==> src/rtl/core/swm_pkg.sv <==
// swm_pkg: shared types and constants for the sliding-window median filter.
// Used by swm_cell, swm_history and sliding_window_median_top. No dependencies.
package swm_pkg;

  localparam int MAX_WINDOW = 64;
  localparam int SAMPLE_W   = 32;
  localparam int MED_W      = 33;
  localparam int CNT_W      = $clog2(MAX_WINDOW + 1);
  localparam int POS_W      = $clog2(MAX_WINDOW);

  localparam logic [CNT_W-1:0] WS_RESET = CNT_W'(3);

  // one sorted slot; an invalid slot orders above every sample
  typedef struct packed {
    logic                       vld;
    logic signed [SAMPLE_W-1:0] val;
  } entry_t;

  function automatic logic entry_le(input entry_t e, input logic signed [SAMPLE_W-1:0] s);
    return e.vld && (e.val <= s);
  endfunction

  function automatic logic entry_ge(input entry_t e, input logic signed [SAMPLE_W-1:0] s);
    return !e.vld || (e.val >= s);
  endfunction

endpackage

==> src/rtl/core/swm_cell.sv <==
// swm_cell: one slot of the sorted window; drops the retired sample and inserts
// the new one in the same update, from its own and its neighbors' contents. Uses swm_pkg.
module swm_cell (
  input  logic                            clk,
  input  logic                            rst,
  input  logic                            wipe,
  input  logic                            ld,
  input  logic                            clr,
  input  logic                            remove,
  input  logic                            head,
  input  logic signed [swm_pkg::SAMPLE_W-1:0] new_val,
  input  logic signed [swm_pkg::SAMPLE_W-1:0] old_val,
  input  swm_pkg::entry_t                 left,
  input  logic                            left_ge,
  input  swm_pkg::entry_t                 right,
  output swm_pkg::entry_t                 cur,
  output logic                            ge
);
  import swm_pkg::*;

  entry_t slot;
  entry_t slot_next;
  entry_t w_self;
  entry_t w_left;

  always_comb begin
    cur     = slot;
    cur.vld = slot.vld & ~clr;
  end

  // at or past the first copy of the retired sample
  assign ge = remove & entry_ge(cur, old_val);

  always_comb begin
    w_self = ge ? right : cur;
    w_left = left_ge ? cur : left;
    if (entry_le(w_self, new_val)) begin
      slot_next = w_self;
    end else if (head || entry_le(w_left, new_val)) begin
      slot_next.vld = 1'b1;
      slot_next.val = new_val;
    end else begin
      slot_next = w_left;
    end
  end

  always_ff @(posedge clk) begin
    if (rst || wipe) begin
      slot.vld <= 1'b0;
    end else if (ld) begin
      slot.vld <= slot_next.vld;
    end
    if (ld) begin
      slot.val <= slot_next.val;
    end
  end

endmodule

==> config.mk <==
export PLATFORM = sky130hd
export DESIGN_NAME = swm_cell
export DESIGN_NICKNAME = d
export VERILOG_FILES = /design/src/rtl/core/swm_pkg.sv /design/src/rtl/core/swm_cell.sv
export SDC_FILE = /design/constraint.sdc
export NUM_CORES = 1
export LEC_CHECK = 0
export BUFFER_PORTS_ARGS = -buffer_cell sky130_fd_sc_hd__buf_4
export CAP_MARGIN = 20
export CORE_ASPECT_RATIO = 1.25
export CORE_MARGIN = 2
export CORE_UTILIZATION = 49
export CTS_BUF_LIST = sky130_fd_sc_hd__clkbuf_4
export CTS_CLUSTER_DIAMETER = 150
export DETAILED_ROUTE_END_ITERATION = 8
export MAX_ROUTING_LAYER = met4
export PLACE_DENSITY = 0.78
export SLEW_MARGIN = 30
export SYNTH_ARGS = -nofsm -noshare
export SYNTH_HDL_FRONTEND = slang
export SYNTH_SLANG_ARGS = --single-unit
==> constraint.sdc <==
create_clock -name clk -period 6.8 [get_ports clk]
set_clock_uncertainty 0.15 [all_clocks]
set_input_delay 1.02 -clock clk [delete_from_list [all_inputs] [get_ports clk]]
set_output_delay 1.02 -clock clk [all_outputs]
set_load 0.02 [all_outputs]
==> impl_metrics.yaml <==
clock_tree:
  cts_sinks: 33
  clk_path_buf_depth: 2
  clk_latency_ps: 360
  hold_buffers: 0
  clk_pin_slew_worst_paths_ps: 120
  cts_buffers: 5
  post_cts_resized: 0
  htree_levels: 2
  post_cts_buffers: 0
  cts_tree: "built"
  cts_root_buf: "clkbuf_4"
global_route:
  globalRouteOverflowTotal: 0
  grt_pass1_wl_mm: 24.0
  gr-usage-all-layers_pct: 25.7
  grt_busiest_layer: "met2"
  grt_max_degree: 35
  grt_pass1_vias: 4976
  use_met2_pct: 46.2
  antenna_found_initial: 1
  use_met1_pct: 29.9
  grt_util_met3_pct: 2.71
sta:
  period_needed_ps: 6240
  rsz0062_at_grt: "false"
  hold_violations: 0
  finalMaxSlewViolations: 0
  slew_headroom_pct: 38.1
  tightest_slew_ps: 926
  setup-violations-final: 0
  post-route-period-util_pct: 91.8
  worst_slack_ps: 558
  max_freq_mhz: 160
  setup_tns_ps: 0
drt:
  vias: 4562
  dr.pass1.iters: 4
  via_per_inst: 5.67
  ant_nets: 0
  drcViolationCount: 0
  wl_per_cell_um: 18.4
  drt_iter0_markers: 207
  routed_wirelength_mm: 14.8
synth:
  synthTopCellsByArea: "ha_1, edfxtp_1, mux2_4, mux2_2, inv_1"
  yosysSeqAreaShare_pct: 18.1
  syn_avg_cell_area_um2: 10.1
  ys_warn_count: 0
  async_reset_ff_share_pct: 0
  synth_top_area_share_pct: 22.2
  synth.net_count: 767
  ys_types: 47
  synth_edf_count: 32
  yosysTopAreaCell: "ha_1"
  synth_cells: 533
  syn_area_mm2: 0.00541
  synthFlopType: "edfxtp_1"
  ys_ff_latch: 33
place:
  dp_slack_ps: 261
  numPortBuffers: 171
  routabilityCongestion: 0.841
  dpl.hpwl_mm: 12.1
power:
  vdd_drop_max_uv: 81.2
  power_density_mw_per_mm2: 149
  leakage_nw: 3.32
worst_hold_path:
  hold_class: "reg2reg"
  holdPathStages: 3
floorplanning:
  die_area_mm2: 0.0119
  floorplan.initialDensity_pct: 50.7
  die_x_um: 97.9
  core-area_mm2: 0.0107
  die_y_um: 121
  rows: 42
  io_pins: 172
status:
  outcome: "finished clean"
critical_path:
  reg2reg_depth: 17
  path_class: "in2reg"
  critPathLaunchType: "input pin"
  crit_path_max_fanout: 23
  cp.arrival_ps: 6200
  critical_path_required_ps: 6760
  endpoint_kind: "flop"
layout:
  final_nets: 905
  drive_gt1_share_pct: 44.9
  syn_to_final_growth_pct: 22.3
job:
  maxCapViolCount: 0
==> registers in the layout (all words and copies together), names as in the netlist <==
signal	count
slot	1
cur	32
==> metrics by stage <==
| step | total power [mW] | hold WS (ps) | cells | util (%) | instance area, um^2 |
|---|---|---|---|---|---|
| 5_1_grt | 1.05 | 492 | 805 | 62.0 | 6610 |
| 3_5_place_dp | 0.850 | 423 | 796 | 61.4 | 6550 |
| 2_1_floorplan | 0.690 | 403 | 533 | - | 5410 |
| 4_1_cts | 0.986 | 444 | 804 | 62.0 | 6610 |
| 6_report | 0.983 | 453 | 805 | 62.0 | 6610 |
| 3_3_place_gp | 0.831 | 423 | 796 | 61.4 | 6550 |
==> cell usage after synthesis, types with 2 or more instances <==
| library cell | n |
|---|---|
| a21oi_2 | 2 |
| buf_4 | 32 |
| mux2_2 | 59 |
| mux2_4 | 48 |
| o211ai_1 | 3 |
| nor3_1 | 4 |
| nand4_1 | 20 |
| ha_1 | 96 |
| nand3_1 | 10 |
| mux2i_1 | 3 |
| o21ai_0 | 8 |
| a21boi_0 | 2 |
| inv_1 | 67 |
| mux2_1 | 19 |
| nor2_1 | 15 |
| edfxtp_1 | 32 |
| nor4_2 | 2 |
| buf_6 | 9 |
| clkbuf_1 | 4 |
| a21oi_1 | 38 |
| a211o_1 | 2 |
| nand2_1 | 23 |
| nor2b_1 | 3 |
| a211oi_1 | 5 |
| a21o_1 | 5 |
==> per-layer routing <==
layer / wire, um / vias up / share of wire, %
li1: - / 2216 / -
met1: 5900 / 2162 / 40
met2: 7700 / 154 / 52
met3: 822 / 30 / 5.5
met4: 392 / 0 / 2.6
met5: 0 / - / 0
==> power breakdown <==
part / switching (mW) / internal, mW / total, mW / leakage, nW
logic: 0.261 / 0.297 / 0.559 / 2.96
registers: 0.0306 / 0.260 / 0.291 / 0.321
clock network: 0.0802 / 0.0533 / 0.133 / 0.0368
==> cells by family after synthesis <==
family	share of synthesized area (%)
fa+ha+maj	22.2
mux	30.1
buf+inv	11.2
flops	18.1
compound gates	9.21
simple gates	9.03
==> placed cells by master (no fill, tap or decap), types with 3 or more instances in the layout <==
master	instances
inv_1	67
mux2_2	59
mux2_4	48
clkbuf_4	8
nand4_1	20
nor2b_1	3
a21oi_1	38
a211oi_1	5
mux2i_1	3
nand3_1	10
a21o_1	5
mux2_1	19
nor2_1	15
o211ai_1	3
o21ai_0	8
buf_4	176
ha_1	96
nor3_1	4
edfxtp_1	32
nand2_1	23
==> final timing paths <==
check	startpoint	end	slack, ps
hold reg to reg	slot[32]	slot[32]	450
setup / recovery	old_val[31]	cur[24]	560
setup reg to reg	cur[31]	cur[24]	800
hold / removal	slot[32]	slot[32]	450
==> cell type report <==
class                           instances  area, um^2
Multi-Input combinational cell        388        3830
Tap cell                              132         165
Clock buffer                            8        60.1
Fill cell                             896        4060
Sequential cell                        33         981
Antenna cell                            1        2.50
Inverter                               67         251
Timing Repair Buffer                  176        1320
==> worst max-delay path: stages <==
cell and delay [ps]:
buf_4 80, inv_1 40, ha_1 340, nand4_1 190, nor4_2 540, o311ai_1 280, nor4b_4 220, nor3b_4 210
buf_4 340, mux2_4 350, ha_1 310, nand4_1 190, nor3_1 330, nand3_1 160, o221ai_1 250, mux2_2 390
a21oi_4 150, buf_4 380, mux2_2 390
No activity file was read; power rests on OpenSTA's default activity.
